===== src/rtl/core/assert_macros.svh =====
// assertion macros shared by the rtl in this folder
// no dependencies; include by bare file name inside a module body
`ifndef ASSERT_MACROS_SVH
`define ASSERT_MACROS_SVH

// antecedent implies consequent in the same cycle
`define ASSERT_SAME(label, clk, rst_n, ante, cons, msg) \
    label: assert property (@(posedge clk) disable iff (!rst_n) (ante) |-> (cons)) \
        else $error(msg);

// antecedent implies consequent in the next cycle
`define ASSERT_NEXT(label, clk, rst_n, ante, cons, msg) \
    label: assert property (@(posedge clk) disable iff (!rst_n) (ante) |=> (cons)) \
        else $error(msg);

`endif


===== src/rtl/core/lrtpd_pkg.sv =====
// types, constants and helper functions for the led ring tilt pwm driver
// no dependencies
package lrtpd_pkg;

    localparam int LED_COUNT = 8;
    localparam int LED_IDX_W = $clog2(LED_COUNT);
    localparam int ON_W      = 10;

    localparam int MODE_W      = 2;
    localparam int TILT_W      = 16;
    localparam int IN_FIELDS_W = MODE_W + LED_IDX_W + TILT_W;
    localparam int IN_TDATA_W  = ((IN_FIELDS_W + 7) / 8) * 8;
    localparam int OUT_TDATA_W = 8;

    typedef logic [ON_W-1:0]      on_t;
    typedef logic [LED_COUNT-1:0] led_mask_t;
    typedef logic [LED_IDX_W-1:0] led_idx_t;
    typedef logic [MODE_W-1:0]    mode_t;
    typedef logic [TILT_W-1:0]    tilt_t;
    typedef logic [1:0]           band_t;

    localparam mode_t MODE_LEVEL = 2'd0;
    localparam mode_t MODE_CALIB = 2'd1;
    localparam mode_t MODE_FLAT  = 2'd2;

    localparam band_t BAND_LOW  = 2'd0;
    localparam band_t BAND_MID  = 2'd1;
    localparam band_t BAND_HIGH = 2'd2;

    localparam tilt_t TILT_MID_TH  = 16'd4000;
    localparam tilt_t TILT_HIGH_TH = 16'd6000;

    localparam on_t PERIOD_RELOAD = 10'd1000;
    localparam on_t TICK_STEP     = 10'd10;

    localparam led_mask_t PATTERN_ALL  = 8'hFF;
    localparam led_mask_t PATTERN_NONE = 8'h00;

    function automatic band_t tilt_band(input tilt_t tilt);
        band_t b;
        if (tilt < TILT_MID_TH)
            b = BAND_LOW;
        else if (tilt < TILT_HIGH_TH)
            b = BAND_MID;
        else
            b = BAND_HIGH;
        return b;
    endfunction

    // on-time for an led at the given ring distance from the centre
    function automatic on_t ring_level(input led_idx_t ofs, input band_t band);
        on_t lvl_max;
        on_t lvl_adj;
        on_t lvl_out;
        on_t lvl;
        case (band)
            BAND_LOW:
            begin
                lvl_max = 10'd200;  lvl_adj = 10'd20;  lvl_out = 10'd10;
            end
            BAND_MID:
            begin
                lvl_max = 10'd600;  lvl_adj = 10'd60;  lvl_out = 10'd20;
            end
            default:
            begin
                lvl_max = 10'd1000; lvl_adj = 10'd200; lvl_out = 10'd50;
            end
        endcase
        case (ofs)
            3'd0:       lvl = lvl_max;
            3'd1, 3'd7: lvl = lvl_adj;
            3'd2, 3'd6: lvl = lvl_out;
            default:    lvl = '0;
        endcase
        return lvl;
    endfunction

    function automatic logic ring_lit(input led_idx_t ofs);
        logic lit;
        case (ofs)
            3'd0, 3'd1, 3'd2, 3'd6, 3'd7: lit = 1'b1;
            default:                      lit = 1'b0;
        endcase
        return lit;
    endfunction

    function automatic on_t sat_step(input on_t v);
        return (v > TICK_STEP) ? on_t'(v - TICK_STEP) : '0;
    endfunction

    // fixed patterns for NW, W, SW, S, SE, E, NE, N
    function automatic led_mask_t calib_pattern(input led_idx_t dir);
        led_mask_t p;
        case (dir)
            3'd0:    p = 8'hAA;
            3'd1:    p = 8'h02;
            3'd2:    p = 8'h55;
            3'd3:    p = 8'h08;
            3'd4:    p = 8'h10;
            3'd5:    p = 8'h20;
            3'd6:    p = 8'h40;
            default: p = 8'h80;
        endcase
        return p;
    endfunction

endpackage


===== src/rtl/core/led_ring_tilt_pwm_driver_unit.sv =====
// led ring tilt pwm driver: one refresh tick per input beat, 8-bit led pattern out
// depends on lrtpd_pkg and assert_macros.svh
//
// an accepted input beat passes through the input register, then the result register
// after one pass of tick logic, which in level mode updates all eight counters at once
// throughput: one beat per cycle while the output is not stalled
// reset: clears the valid flags, the on-time counters, the period counter and the lit mask
module led_ring_tilt_pwm_driver_unit (
    input  logic                             clk,
    input  logic                             rst_n,
    input  logic                             s_axis_tvalid,
    output logic                             s_axis_tready,
    // [1:0] mode, [4:2] center, [20:5] tilt, [23:21] zero
    input  logic [lrtpd_pkg::IN_TDATA_W-1:0] s_axis_tdata,
    output logic                             m_axis_tvalid,
    input  logic                             m_axis_tready,
    // [7:0] led_pattern
    output logic [lrtpd_pkg::OUT_TDATA_W-1:0] m_axis_tdata
);
    import lrtpd_pkg::*;

    logic      in_valid_reg;
    mode_t     in_mode_reg;
    led_idx_t  in_center_reg;
    tilt_t     in_tilt_reg;

    logic      out_valid_reg;
    led_mask_t out_pattern_reg;

    on_t       on_time_reg [LED_COUNT];
    on_t       on_time_next [LED_COUNT];
    on_t       on_eff [LED_COUNT];
    on_t       period_reg;
    on_t       period_next;
    led_mask_t lit_mask_reg;
    led_mask_t lit_mask_next;
    led_mask_t pattern;

    logic      out_free;
    logic      step;
    logic      reload;
    band_t     band;
    led_idx_t  ring_ofs [LED_COUNT];

    assign out_free      = !out_valid_reg || m_axis_tready;
    assign step          = in_valid_reg && out_free;
    assign s_axis_tready = !in_valid_reg || out_free;
    assign m_axis_tvalid = out_valid_reg;
    assign m_axis_tdata  = out_pattern_reg;

    assign reload = (period_reg == '0);
    assign band   = tilt_band(in_tilt_reg);

    always_comb
    begin
        for (int k = 0; k < LED_COUNT; k++)
        begin
            ring_ofs[k] = led_idx_t'(k) - in_center_reg;
            on_eff[k]   = reload ? ring_level(ring_ofs[k], band) : on_time_reg[k];
        end
    end

    always_comb
    begin
        on_time_next  = on_time_reg;
        period_next   = period_reg;
        lit_mask_next = lit_mask_reg;
        pattern       = PATTERN_NONE;
        case (in_mode_reg)
            MODE_LEVEL:
            begin
                // reload comes first, then the per-led spend check
                period_next = sat_step(reload ? PERIOD_RELOAD : period_reg);
                for (int k = 0; k < LED_COUNT; k++)
                begin
                    lit_mask_next[k] = (reload ? ring_lit(ring_ofs[k]) : lit_mask_reg[k])
                                       && (on_eff[k] != '0);
                    on_time_next[k]  = sat_step(on_eff[k]);
                end
                pattern = lit_mask_next;
            end
            MODE_CALIB:
                pattern = calib_pattern(in_center_reg);
            MODE_FLAT:
                pattern = PATTERN_ALL;
            default:
                pattern = PATTERN_NONE;
        endcase
    end

    always_ff @(posedge clk or negedge rst_n)
    begin
        if (!rst_n)
        begin
            in_valid_reg  <= 1'b0;
            out_valid_reg <= 1'b0;
            period_reg    <= '0;
            lit_mask_reg  <= '0;
            for (int k = 0; k < LED_COUNT; k++)
                on_time_reg[k] <= '0;
        end
        else
        begin
            if (s_axis_tready)
                in_valid_reg <= s_axis_tvalid;
            if (out_free)
                out_valid_reg <= in_valid_reg;
            if (step)
            begin
                period_reg   <= period_next;
                lit_mask_reg <= lit_mask_next;
                on_time_reg  <= on_time_next;
            end
        end
    end

    always_ff @(posedge clk)
    begin
        if (s_axis_tvalid && s_axis_tready)
        begin
            in_mode_reg   <= s_axis_tdata[MODE_W-1:0];
            in_center_reg <= s_axis_tdata[MODE_W +: LED_IDX_W];
            in_tilt_reg   <= s_axis_tdata[MODE_W+LED_IDX_W +: TILT_W];
        end
        if (step)
            out_pattern_reg <= pattern;
    end

    `include "assert_macros.svh"

    `ASSERT_SAME(a_period_range, clk, rst_n, 1'b1, period_reg <= PERIOD_RELOAD, "period out of range")
    `ASSERT_SAME(a_lit_count, clk, rst_n, 1'b1, $countones(lit_mask_reg) <= 5, "too many leds lit")
    `ASSERT_NEXT(a_step_fills_out, clk, rst_n, step, out_valid_reg, "beat lost after tick")
    `ASSERT_NEXT(a_non_level_keeps, clk, rst_n, step && in_mode_reg != MODE_LEVEL, $stable(period_reg) && $stable(lit_mask_reg), "state changed outside level mode")

endmodule


===== config.mk =====
export PLATFORM = sky130hd
export DESIGN_NAME = led_ring_tilt_pwm_driver_unit
export DESIGN_NICKNAME = d
export VERILOG_FILES = /design/src/rtl/core/lrtpd_pkg.sv /design/src/rtl/core/led_ring_tilt_pwm_driver_unit.sv
export VERILOG_INCLUDE_DIRS = /design/src /design/src/rtl/core
export SDC_FILE = /design/constraint.sdc
export NUM_CORES = 1
export LEC_CHECK = 0
export BUFFER_PORTS_ARGS = -buffer_cell sky130_fd_sc_hd__clkbuf_2
export CAP_MARGIN = 10
export CORE_MARGIN = 3
export CORE_UTILIZATION = 35
export CTS_CLUSTER_DIAMETER = 60
export DETAILED_ROUTE_END_ITERATION = 10
export GPL_TIMING_DRIVEN = 0
export HOLD_SLACK_MARGIN = 0.03
export SYNTH_ARGS = -nofsm -noshare
export SYNTH_HDL_FRONTEND = slang
export SYNTH_SLANG_ARGS = --single-unit

===== constraint.sdc =====
create_clock -name clk -period 11.8 [get_ports clk]
set_input_delay 1.77 -clock clk [delete_from_list [all_inputs] [get_ports clk]]
set_output_delay 1.77 -clock clk [all_outputs]
set_load 0.005 [all_outputs]

Word level (Yosys, flattened, before mapping)
Index checks and enable logic that the tools add are counted.
{ "totals": {"ff_bits": 129, "romBits": 0, "mem_bits_rw": 0, "latch_bits": 0, "out_inout_bits": 10, "inputBits": 28, "memories": 0} }
{ "classes": {"reduce_logical": 59, "shifts": 0, "magnitude_cmp": 11, "eq_ne": 41, "n_mux": 57, "div_mod_pow": 0, "n_bitwise": 0, "n_addsub": 17, "n_mul": 0} }
{ "ops": {"columns": ["cell", "n"], "rows": [
  ["case mux 10 bit (3 select lines)", 8],
  ["two-way mux 10 bit", 18],
  ["greater-than comparator 10 x 4 -> 1 bit (second input constant)", 9],
  ["subtractor 10 x 4 -> 10 bit (second input constant)", 9],
  ["nonzero test 10 bit", 8],
  ["== test 3 bit (second input constant)", 19],
  ["case mux 8 bit (7 select lines)", 1],
  ["OR reduction 5 bit", 8],
  ["OR reduction 2 bit", 16],
  ["== test 3 x 2 -> 1 bit (second input constant)", 10],
  ["== test 3 x 1 -> 1 bit (second input constant)", 9],
  ["logical NOT 3 bit", 9],
  ["two-way mux 1 bit", 24],
  ["case mux 8 bit (3 select lines)", 1],
  ["case mux 10 bit (2 select lines)", 1],
  ["< comparator 16 x 12 -> 1 bit (second input constant)", 1],
  ["< comparator 16 x 13 -> 1 bit (second input constant)", 1],
  ["case mux 8 bit (2 select lines)", 1],
  ["case mux 6 bit (2 select lines)", 1],
  ["subtractor 3 bit (first input constant)", 4],
  ["logical AND 1 bit", 10],
  ["logical NOT 10 bit", 1],
  ["subtractor 1 x 3 -> 3 bit (first input constant)", 2],
  ["subtractor 2 x 3 -> 3 bit (first input constant)", 2],
  ["7 further kinds", 12]
]} }

Depth between registers and ports, before layout
Gate-level depths: netlist (run 1).
{ "depth": {"word_depth": 10, "ltp_mapped": 15} }

Worst setup path after synthesis (run 1)
OpenSTA, ideal clock, no wires.
{ "synth_timing": {"path_type": "flip-flop to flip-flop", "from": "register in_center_reg[2]", "to": "register on_time_reg[19] (netlist bit)", "slack_ns": 8.081, "t_required_ns": 11.689, "setup_ns": 0.111, "n_path_buf": 3, "stages_incl_launch_ff": 13, "t_arrival_ns": 3.608, "synth_period_minus_slack_ns": 3.719, "cell_sequence": "edfxtp_1 clkbuf_1 clkbuf_1 inv_1 ha_1 clkbuf_1 mux2_2 or3_1 a32oi_2 o2111ai_1 a2111oi_2 nor2_1 a2111oi_2"} }
{ "synth_between": {"elab_chain_cells": 7} }
{ "synth_rtl": {"columns": ["item", "line", "rtl"], "rows": [
  ["start, declared", "led_ring_tilt_pwm_driver_unit.sv:24", "led_idx_t in_center_reg;"],
  ["start signal, assigned", "led_ring_tilt_pwm_driver_unit.sv:122", "in_center_reg <= s_axis_tdata[MODE_W +: LED_IDX_W];"],
  ["subtractor 3 bit (*)", "led_ring_tilt_pwm_driver_unit.sv:58", "ring_ofs[k] = led_idx_t'(k) - in_center_reg;"],
  ["== test 3 x 2 -> 1 bit (tied with other cells)", "lrtpd_pkg.sv:70", "case (ofs)"],
  ["OR reduction 2 bit", "lrtpd_pkg.sv:70", null],
  ["case mux 10 bit (3 select lines) (*)", "lrtpd_pkg.sv:70", null],
  ["two-way mux 10 bit (*)", "led_ring_tilt_pwm_driver_unit.sv:59", "on_eff[k] = reload ? ring_level(ring_ofs[k], band) : on_time_reg[k];"],
  ["subtractor 10 x 4 -> 10 bit / greater-than comparator 10 x 4 -> 1 bit (equally long branches)", "lrtpd_pkg.sv:89", "return (v > TICK_STEP) ? on_t'(v - TICK_STEP) : '0;"],
  ["two-way mux 10 bit (*)", "lrtpd_pkg.sv:89", null],
  ["end signal, assigned", "led_ring_tilt_pwm_driver_unit.sv:112", "on_time_reg <= on_time_next;"],
  ["end, declared", "led_ring_tilt_pwm_driver_unit.sv:30", "on_t on_time_reg [LED_COUNT];"]
]} }
Every way passes the cells marked *; elsewhere a longest branch is shown, timed or not.
A chain may end at the register's enable or synchronous reset.

Worst setup path after layout (run 1)
{ "layout_timing": {"from": "register period_reg[4]", "to": "register out_pattern_reg[1] (netlist: m_axis_tdata[1]) (data pin)"} }
{ "layout_between": {"elab_chain_cells": 5} }
{ "layout_rtl": {"columns": ["item", "line", "rtl"], "rows": [
  ["start, declared", "led_ring_tilt_pwm_driver_unit.sv:33", "on_t period_reg;"],
  ["start signal, assigned", "led_ring_tilt_pwm_driver_unit.sv:110", "period_reg <= period_next;"],
  ["logical NOT 10 bit (*)", "led_ring_tilt_pwm_driver_unit.sv:51", "assign reload = (period_reg == '0);"],
  ["two-way mux 10 bit", "led_ring_tilt_pwm_driver_unit.sv:59", null],
  ["nonzero test 10 bit", "led_ring_tilt_pwm_driver_unit.sv:77", "&& (on_eff[k] != '0);"],
  ["logical AND 1 bit (*)", "led_ring_tilt_pwm_driver_unit.sv:77", null],
  ["case mux 8 bit (3 select lines) (*)", "led_ring_tilt_pwm_driver_unit.sv:69", "case (in_mode_reg)"],
  ["net pattern[1]", "led_ring_tilt_pwm_driver_unit.sv:37", "led_mask_t pattern;"],
  ["end signal, assigned", "led_ring_tilt_pwm_driver_unit.sv:126", "out_pattern_reg <= pattern;"],
  ["end, declared", "led_ring_tilt_pwm_driver_unit.sv:28", "led_mask_t out_pattern_reg;"]
]} }
The timed path passes the listed nets; every way through them passes the cells marked *.

==> impl_metrics.env, run 1 <==
export IMPL_grt_total_usage_pct=24.50
export IMPL_syn_nets=1098
export IMPL_vias_per_cell=6.258
export IMPL_cts_tree="yes"
export IMPL_fin_setup_tns_ns=0
export IMPL_clockBufferDepth=2
export IMPL_root_buffer="clkbuf_16"
export IMPL_dp_cells=1407
export IMPL_rr_endpoint="m_axis_tdata[1]"
export IMPL_slew_headroom_pct=26.39
export IMPL_cp_top_family="buffers and inverters"
export IMPL_synth_ff_type="dfrtp_1"
export IMPL_first_global_vias=8777
export IMPL_avgSynthCellArea_um2=8.637
export IMPL_ys_seq_area_share_pct=35.98
export IMPL_syn_inst=1047
export IMPL_largest_register_ff_count=80
export IMPL_h_tree_depth=4
export IMPL_fillers=2578
export IMPL_start_util_pct=35.81
export IMPL_pre_cts_slack_ns=6.940
export IMPL_dieArea_um2=27800
export IMPL_yosysUniqueCellTypes=90
export IMPL_synth_area_um2=9042
export IMPL_cp_startpoint="period_reg[4]"
export IMPL_routed_wl_um=34580
export IMPL_antenna_found_initial=1
export IMPL_fin_hold_ws_ns=0.4697
export IMPL_numCtsBuffers=17
export IMPL_n_antenna_cell=0
export IMPL_path_clk_slew_ns=0.07
export IMPL_wl_per_cell_um=24.01
export IMPL_post_cts_resized=0
export IMPL_final_hold_viol_count=0
export IMPL_synth_edf_count=25
export IMPL_critical_path_class="register to register"
export IMPL_cp_arrival_ns=5.44
export IMPL_path_depth=11
export IMPL_drtIter0Drc=1123
export IMPL_critPathSlowestCell="clkbuf_1"
export IMPL_skew_ns=0.01283
export IMPL_grt_pass1_wl_um=52810
export IMPL_die_h_um=166.7
export IMPL_async_flop_share_pct=80.00
export IMPL_final_area_um2=10250
export IMPL_die_w_um=166.7
export IMPL_portBuffers=30
export IMPL_clkLatencyLatePin_ns=0.44
export IMPL_nNetsFinal=1148
export IMPL_gp_congestion=0.9595
export IMPL_io_pins=38
export IMPL_period_needed_ns=5.163
export IMPL_drive_gt1_share_pct=11.53
export IMPL_hold_class="register to register"
export IMPL_cts_sinks=125
export IMPL_core_um2=25250
export IMPL_areaGrowthSynthToFinish_pct=13.31
export IMPL_vias=9012
export IMPL_rsz0062_at_grt="false"
export IMPL_max_freq_ghz=0.1937
export IMPL_crit_buf_inv=5
export IMPL_rr_startpoint="period_reg[4]"
export IMPL_start_kind="register"
export IMPL_ant_nets=0
export IMPL_post_dp_cell_area_um2=9614
export IMPL_overflow=0
export IMPL_worstPathRequired_ns=12.08
export IMPL_worst_pin_slew_ns=1.099
export IMPL_end_kind="register"
export IMPL_grt_max_degree=101
export IMPL_report_final_slew_viol_count=0
export IMPL_drcViolationCount=0
export IMPL_endpoint="m_axis_tdata[1]"
export IMPL_ys_warnings_count=0
export IMPL_rows=58
export IMPL_ff2ff_path_depth=11
export IMPL_finalPower_mw=2.215
export IMPL_r2r_slack_ns=6.64
export IMPL_power_density_nw_per_um2=216.2
export IMPL_dp_hpwl_um=23700
export IMPL_ys_ff_latch=125
export IMPL_cp_cell_sequence="nor4_2, nand3_2, buf_2, clkbuf_1, clkbuf_1, clkbuf_1, clkbuf_1, nand2_1, a41oi_1, nor2_1, o22ai_1"
export IMPL_dr_pass1_iters=6
export IMPL_final_cells=1440
export IMPL_cp_common_cell="clkbuf_1"
export IMPL_vdd_drop_max_uv=116.0
export IMPL_critPathMaxFanout=10
export IMPL_cts_hold_buf=0
export IMPL_setup_viol=0
export IMPL_setup_ws_ns=6.637
export IMPL_postCtsSetupBuffers=0
export IMPL_final_util_pct=40.57
export IMPL_drv_cap=0
export IMPL_max_stage_delay_ns=0.80
export IMPL_fin_crit_sh_pct=43.75
export IMPL_p_leak_nw=4.043
export IMPL_status="complete, no violations"
layout make-up:
cell class | instances | area (um^2) | share of cell area, %
clock buffers | 20 | 479.2 | 4.677
multi-input cells | 829 | 5368 | 52.39
repair buffers | 31 | 163.9 | 1.600
plain buffers | 73 | 346.6 | 3.383
flip-flops and latches | 125 | 3253 | 31.75
inverters | 20 | 75.07 | 0.7327
well taps | 330 | 412.9 | 4.030
clock inverters | 12 | 147.6 | 1.441
worst min-delay path by stage:
stage                    startpoint              end  slack (ns)  cells past startpoint
finish              on_time_reg[73]  on_time_reg[73]        0.47                      2
global route        on_time_reg[73]  on_time_reg[73]        0.49                      2
CTS                 on_time_reg[73]  on_time_reg[73]        0.47                      2
detailed placement  on_time_reg[73]  on_time_reg[73]        0.46                      2
global placement    on_time_reg[73]  on_time_reg[73]        0.45                      2
floorplan           on_time_reg[63]  on_time_reg[63]        0.44                      2
cells in the mapped netlist (10+ instances only):
cell	number	area, um^2
o21ai_1	14	70.07
a31oi_1	14	87.58
o21a_1	10	75.07
nor2_1	84	315.3
a22o_1	21	183.9
mux2i_1	13	130.1
nor2b_1	13	81.33
inv_1	20	75.07
o211ai_1	19	142.6
buf_2	13	65.06
ha_1	23	287.8
clkbuf_1	43	161.4
o21ai_0	58	290.3
a21oi_1	59	295.3
xor2_1	13	113.9
xnor2_1	21	183.9
dfrtp_1	100	2502
nor3_1	23	115.1
nand2_1	139	521.8
o31ai_1	28	210.2
edfxtp_1	25	750.7
a211oi_1	17	127.6
nor4_1	10	62.56
nand3_1	24	120.1
and2_1	18	112.6
a21o_1	12	90.09
nand2b_1	17	106.4
placed cells by master, fill, tap and decap left out, drive strengths merged, types with 19 or more instances in the layout:
master / instances
buf: 30
nand2: 139
a22o: 21
nor2: 85
a211oi: 19
nand3: 26
ha: 23
o21ai: 74
o211ai: 20
edfxtp: 25
dfrtp: 100
inv: 25
nor3: 27
o31ai: 29
clkbuf: 94
xnor2: 21
a21oi: 62
worst min-delay path, stage by stage (launching register included):
cell     delay, ns
dfrtp_1       0.34
nand2_1       0.05
nand2_1       0.05
metal layers:
layer	vias up	GRT usage, %	routed length, um
met5	-	0	19
met4	2	12.27	1621
met3	105	6.361	3595
met2	512	37.78	15380
met1	4361	31.91	13960
li1	4032	-	-
report_power, final:
part | switching, mW | total [mW] | internal (mW)
Clock | 0.228 | 0.570 | 0.341
Combinational | 0.567 | 0.962 | 0.395
Sequential | 0.111 | 0.683 | 0.572
Total | 0.907 | 2.21 | 1.31
cell families after synthesis:
logic type      after synthesis  share of synthesized area [%]
compound gates              362                          28.80
flops                       125                          35.98
simple gates                389                          21.61
buf+inv                      93                          4.663
xor+xnor                     34                          3.293
mux                          21                          2.477
fa+ha+maj                    23                          3.183
No activity file was read; power rests on OpenSTA's default activity.
==> run 2: changes to the inputs <==
==> constraint.sdc (replaced) <==
create_clock -name clk -period 4.7 [get_ports clk]
set_input_delay 0.705 -clock clk [delete_from_list [all_inputs] [get_ports clk]]
set_output_delay 0.705 -clock clk [all_outputs]
set_load 0.005 [all_outputs]
==> run 2 against run 1 <==
  * Setup slack got worse by 6.5 ns
  * Critical path depth stayed put
  * Die area unchanged
  * Fmax grew 14%
==> impl_metrics.env, run 2 (same netlist as run 1, synthesis figures left out) <==
export IMPL_status="complete, no violations"
export IMPL_dr_pass1_iters=6
export IMPL_worst_pin_slew_ns=1.117
export IMPL_grt_total_usage_pct=24.35
export IMPL_largest_register_ff_count=80
export IMPL_ant_nets=0
export IMPL_final_hold_viol_count=0
export IMPL_start_util_pct=35.81
export IMPL_n_antenna_cell=0
export IMPL_cts_sinks=125
export IMPL_nNetsFinal=1147
export IMPL_vias=9030
export IMPL_cp_arrival_ns=4.81
export IMPL_gp_congestion=0.9595
export IMPL_wl_per_cell_um=23.85
export IMPL_rows=58
export IMPL_overflow=0
export IMPL_rsz0062_at_grt="false"
export IMPL_root_buffer="clkbuf_16"
export IMPL_slew_headroom_pct=25.20
export IMPL_critPathSlowestCell="clkbuf_1"
export IMPL_areaGrowthSynthToFinish_pct=13.49
export IMPL_first_global_vias=8752
export IMPL_worstPathRequired_ns=4.98
export IMPL_finalPower_mw=5.571
export IMPL_clkLatencyLatePin_ns=0.45
export IMPL_die_w_um=166.7
export IMPL_portBuffers=30
export IMPL_final_util_pct=40.64
export IMPL_path_clk_slew_ns=0.07
export IMPL_final_cells=1439
export IMPL_vias_per_cell=6.275
export IMPL_p_seq_share_pct=30.7
export IMPL_critical_path_class="register to register"
export IMPL_intPower_mw=3.288
export IMPL_setup_viol=0
export IMPL_critPathMaxFanout=10
export IMPL_dp_cells=1407
export IMPL_numCtsBuffers=17
export IMPL_fin_setup_tns_ns=0
export IMPL_max_stage_delay_ns=0.71
export IMPL_hold_class="input port to asynchronous set/reset pin"
export IMPL_drive_gt1_share_pct=12.17
export IMPL_h_tree_depth=4
export IMPL_clockBufferDepth=2
export IMPL_routed_wl_um=34320
export IMPL_start_kind="register"
export IMPL_netSwitchingPower_mw=2.283
export IMPL_report_final_slew_viol_count=0
export IMPL_io_pins=38
export IMPL_cp_cell_sequence="nor4_2, nand3_2, buf_2, clkbuf_1, clkbuf_2, clkbuf_2, clkbuf_1, nand2_1, a41oi_1, nor2_1, o22ai_1"
export IMPL_ff2ff_path_depth=11
export IMPL_p_leak_nw=4.057
export IMPL_power_density_nw_per_um2=542.8
export IMPL_grt_max_degree=101
export IMPL_die_h_um=166.7
export IMPL_skew_ns=0.01645
export IMPL_pwr_share_clk_pct=25.7
export IMPL_mostFrequentLayoutCells="139 x nand2_1, 100 x dfrtp_1, 84 x nor2_1"
export IMPL_drv_cap=0
export IMPL_fin_crit_sh_pct=96.31
export IMPL_antenna_found_initial=0
export IMPL_dieArea_um2=27800
export IMPL_cts_tree="yes"
export IMPL_drcViolationCount=0
export IMPL_grt_pass1_wl_um=52500
export IMPL_vdd_drop_max_uv=295.4
export IMPL_p_comb_share_pct=43.6
export IMPL_end_kind="register"
export IMPL_dp_hpwl_um=23700
export IMPL_cts_hold_buf=0
export IMPL_max_freq_ghz=0.2209
export IMPL_period_needed_ns=4.527
export IMPL_layout_commonest_cell="nand2_1"
export IMPL_core_um2=25250
export IMPL_drtIter0Drc=1054
export IMPL_switching_share_pct=40.98
[run 2: changes by cell type in the layout (fill, tap and decap cells not counted)]
cell	before	now
clkbuf_2	30	35
nor4_1	10	8
a2111oi_1	0	1
clkbuf_1	44	38
nor4_2	3	5
a2111oi_0	6	5
[run 2: area by class of cell]
| class | instances | area (um^2) |
|---|---|---|
| plain buffers | 72 | 349.1 |
| clock buffers | 20 | 479.2 |
| clock inverters | 12 | 147.6 |
| fillers | 2581 | 14990 |
| inverters | 20 | 75.07 |
| multi-input cells | 829 | 5381 |
| flip-flops and latches | 125 | 3253 |
| well taps | 330 | 412.9 |
| repair buffers | 31 | 163.9 |
[run 2: metrics by stage]
stage | hold WS [ns] | worst slack [ns] | instance area, um^2
2_1_floorplan | 0.4094 | 0.9805 | 9042
3_3_place_gp | 0.4532 | -0.1776 | 9605
3_5_place_dp | 0.4578 | -0.1600 | 9614
4_1_cts | 0.4161 | 0.04015 | 10240
5_1_grt | 0.4256 | 0.002387 | 10260
6_report | 0.3739 | 0.1733 | 10260
[run 2: worst max-delay path: cells and delay by family (launching register included)]
family          cells  cell delay, ns
buf+inv             5            2.71
flops               1            0.47
compound gates      2            0.58
simple gates        4            0.57
[run 2: final timing paths]
check	endpoint	startpoint	slack, ns
hold reg to reg	on_time_reg[73]	on_time_reg[73]	0.47
setup reg to reg	m_axis_tdata[1]	period_reg[4]	0.17
min in group clk	in_tilt_reg[6]	s_axis_tdata[11]	0.43
hold / removal	period_reg[2]	rst_n	0.37
setup / recovery	m_axis_tdata[1]	period_reg[4]	0.17
max in group asynchronous	on_time_reg[14]	rst_n	3.72
[run 2: power by group through the flow]
stage / registers (mW) / logic (mW) / clock network, mW
2_1_floorplan: 1.63 / 1.87 / 0
3_3_place_gp: 1.71 / 2.33 / 0
3_5_place_dp: 1.71 / 2.36 / 0
4_1_cts: 1.70 / 2.37 / 1.44
5_1_grt: 1.75 / 2.68 / 1.50
6_report: 1.71 / 2.43 / 1.43
[run 2: what timing repair did]
action	4_1_cts	5_1_grt
setup buffers	0	0
gates resized for setup	1	12
cloned	0	0
setup endpoints to repair	4	18
[run 2: metal layers]
| layer | vias up | wire [um] | GRT usage, % | share of wire, % |
|---|---|---|---|---|
| li1 | 4032 | - | - | - |
| met1 | 4365 | 13940 | 31.88 | 41 |
| met2 | 530 | 15350 | 37.62 | 45 |
| met4 | 0 | 1511 | 11.87 | 4.4 |
| met5 | - | 0 | 0 | 0 |
| met3 | 103 | 3519 | 6.171 | 10 |
==> run 3: changes to the inputs <==
--- a/config.mk
+++ b/config.mk
@@ -9,7 +9,7 @@
 export BUFFER_PORTS_ARGS = -buffer_cell sky130_fd_sc_hd__clkbuf_2
 export CAP_MARGIN = 10
 export CORE_MARGIN = 3
-export CORE_UTILIZATION = 35
+export CORE_UTILIZATION = 42
 export CTS_CLUSTER_DIAMETER = 60
 export DETAILED_ROUTE_END_ITERATION = 10
 export GPL_TIMING_DRIVEN = 0
==> run 3 against run 2 <==
  * Core utilization grew 7.4 points
  * Highest routed layer unchanged
  * Final area shrank 1.3%
  * Critical endpoint is now m_axis_tdata[0]
  * Largest cell class unchanged
  * Critical path type unchanged
  * Fmax grew 1.2%
  * First-iteration DRC count grew 2.4%
  * Largest power group unchanged
==> impl_metrics.env, run 3 (same netlist as run 1, synthesis figures left out) <==
export IMPL_max_freq_ghz=0.2236
export IMPL_final_cells=1384
export IMPL_worstPathRequired_ns=4.87
export IMPL_largest_register_ff_count=80
export IMPL_slew_headroom_pct=27.45
export IMPL_core_um2=21090
export IMPL_antenna_found_initial=0
export IMPL_clkLatencyLatePin_ns=0.43
export IMPL_dieArea_um2=23330
export IMPL_vdd_drop_max_uv=260.4
export IMPL_critPathSlowestCell="nor4_1"
export IMPL_pre_cts_slack_ns=-0.1928
export IMPL_grt_total_usage_pct=29.10
export IMPL_cp_arrival_ns=4.64
export IMPL_grt_pass1_wl_um=52440
export IMPL_skew_ns=0.009147
export IMPL_first_global_vias=8595
export IMPL_gp_congestion=0.9912
export IMPL_die_w_um=152.7
export IMPL_crit_buf_inv=3
export IMPL_overflow=0
export IMPL_max_stage_delay_ns=0.53
export IMPL_ff2ff_path_depth=12
export IMPL_areaGrowthSynthToFinish_pct=11.98
export IMPL_setup_ws_ns=0.2283
export IMPL_setup_viol=0
export IMPL_period_needed_ns=4.472
export IMPL_report_final_slew_viol_count=0
export IMPL_drcViolationCount=0
export IMPL_grt_most_used_layer="met2"
export IMPL_rr_endpoint="m_axis_tdata[0]"
export IMPL_cp_cell_sequence="clkbuf_1, inv_1, ha_1, ha_1, clkbuf_1, nand2b_1, nand3b_1, a32o_1, nand4bb_1, nor4_1, a211oi_1, o31a_1"
export IMPL_critical_path_class="register to register"
export IMPL_grt_max_degree=101
export IMPL_path_clk_slew_ns=0.06
export IMPL_use_met2_pct=44.07
export IMPL_drive_gt1_share_pct=12.08
export IMPL_layout_commonest_cell="nand2_1"
export IMPL_worst_pin_slew_ns=1.088
export IMPL_p_leak_nw=4.034
export IMPL_start_util_pct=42.88
export IMPL_rr_startpoint="in_center_reg[1]"
export IMPL_cts_hold_buf=0
export IMPL_drv_cap=0
export IMPL_fin_crit_sh_pct=95.14
export IMPL_ant_nets=0
export IMPL_dp_hpwl_um=23840
export IMPL_r2r_slack_ns=0.23
export IMPL_final_hold_viol_count=0
export IMPL_end_kind="register"
export IMPL_routed_wl_um=34720
export IMPL_root_buffer="clkbuf_16"
export IMPL_mostFrequentLayoutCells="139 x nand2_1, 100 x dfrtp_1, 84 x nor2_1"
export IMPL_nNetsFinal=1147
export IMPL_wl_per_cell_um=25.08
export IMPL_start_kind="register"
export IMPL_vias_per_cell=6.502
export IMPL_cts_sinks=125
export IMPL_io_pins=38
export IMPL_cts_tree="yes"
export IMPL_n_antenna_cell=0
export IMPL_portBuffers=30
export IMPL_rows=53
export IMPL_status="complete, no violations"
export IMPL_vias=8999
export IMPL_grt_use_met1_pct=39.19
export IMPL_hold_class="input port to asynchronous set/reset pin"
export IMPL_numCtsBuffers=17
export IMPL_clockBufferDepth=2
export IMPL_drtIter0Drc=1079
export IMPL_globalRouteMet3Util_pct=8.236
export IMPL_rsz0062_at_grt="false"
export IMPL_critPathMaxFanout=10
export IMPL_dp_cells=1353
export IMPL_die_h_um=152.7
export IMPL_cp_top_family="simple AND/OR/NAND/NOR gates"
export IMPL_power_density_nw_per_um2=535.4
export IMPL_dr_pass1_iters=6
export IMPL_h_tree_depth=4
==> run 3: final cells by class <==
type	count	area (um^2)
Sequential cell	125	3253
Timing Repair Buffer	31	163.9
Tap cell	275	344.1
Multi-Input combinational cell	829	5368
Buffer	72	350.3
Clock inverter	11	90.09
Clock buffer	21	481.7
Inverter	20	75.07
Fill cell	2045	10960
==> run 3: worst register-to-register path, cell delays in order, from the launching register on <==
cell	delay [ns]
edfxtp_1	0.44
clkbuf_1	0.35
inv_1	0.27
ha_1	0.29
ha_1	0.32
clkbuf_1	0.35
nand2b_1	0.36
nand3b_1	0.14
a32o_1	0.32
nand4bb_1	0.34
nor4_1	0.53
a211oi_1	0.18
o31a_1	0.33
==> run 3: per-layer routing <==
metal	share of wire, %	routed length, um	up-vias
met1	41	14270	4367
met3	10	3610	101
li1	-	-	4040
met4	4.4	1529	0
met2	44	15310	491
met5	0	0	-
==> run 3: report_power, final <==
part	switching [mW]	total, mW	internal (mW)	leakage [nW]
logic	1.42	2.41	0.994	2.25
clock network	0.526	1.31	0.780	0.276
registers	0.269	1.70	1.44	1.50
total	2.21	5.42	3.21	4.03
==> run 3: worst max-delay path by stage <==
stage,start,to,slack (ns),cells past startpoint
finish,in_center_reg[1],m_axis_tdata[0],0.23,12
global placement,period_reg[4],on_time_reg[69],-0.21,14
global route,in_center_reg[1],m_axis_tdata[0],0.02,12
floorplan,in_center_reg[2],on_time_reg[19],0.98,12
detailed placement,period_reg[4],on_time_reg[69],-0.19,14
CTS,period_reg[4],m_axis_tdata[1],0.05,11
==> run 3: through the flow <==
| step | TNS (ns) | hold WS [ns] | utilization [%] | power (mW) | cell area (um^2) |
|---|---|---|---|---|---|
| final | 0 | 0.3567 | 48.02 | 5.421 | 10130 |
| after global routing | 0 | 0.4364 | 48.02 | 5.764 | 10130 |
| after CTS | 0 | 0.4298 | 47.99 | 5.374 | 10120 |
| after detailed placement | -0.3749 | 0.4594 | 45.29 | 4.057 | 9550 |
| after global placement | -0.5291 | 0.4571 | 45.22 | 4.040 | 9537 |
| after floorplan | 0 | 0.4094 | - | 3.504 | 9042 |
==> run 3: repair_timing <==
item                                    CTS  global route
hold endpoints to repair                  0             0
gates cloned                              0             0
endpoints found under the setup margin    6             7
resized for setup                         1            11
buffers inserted                          0             0
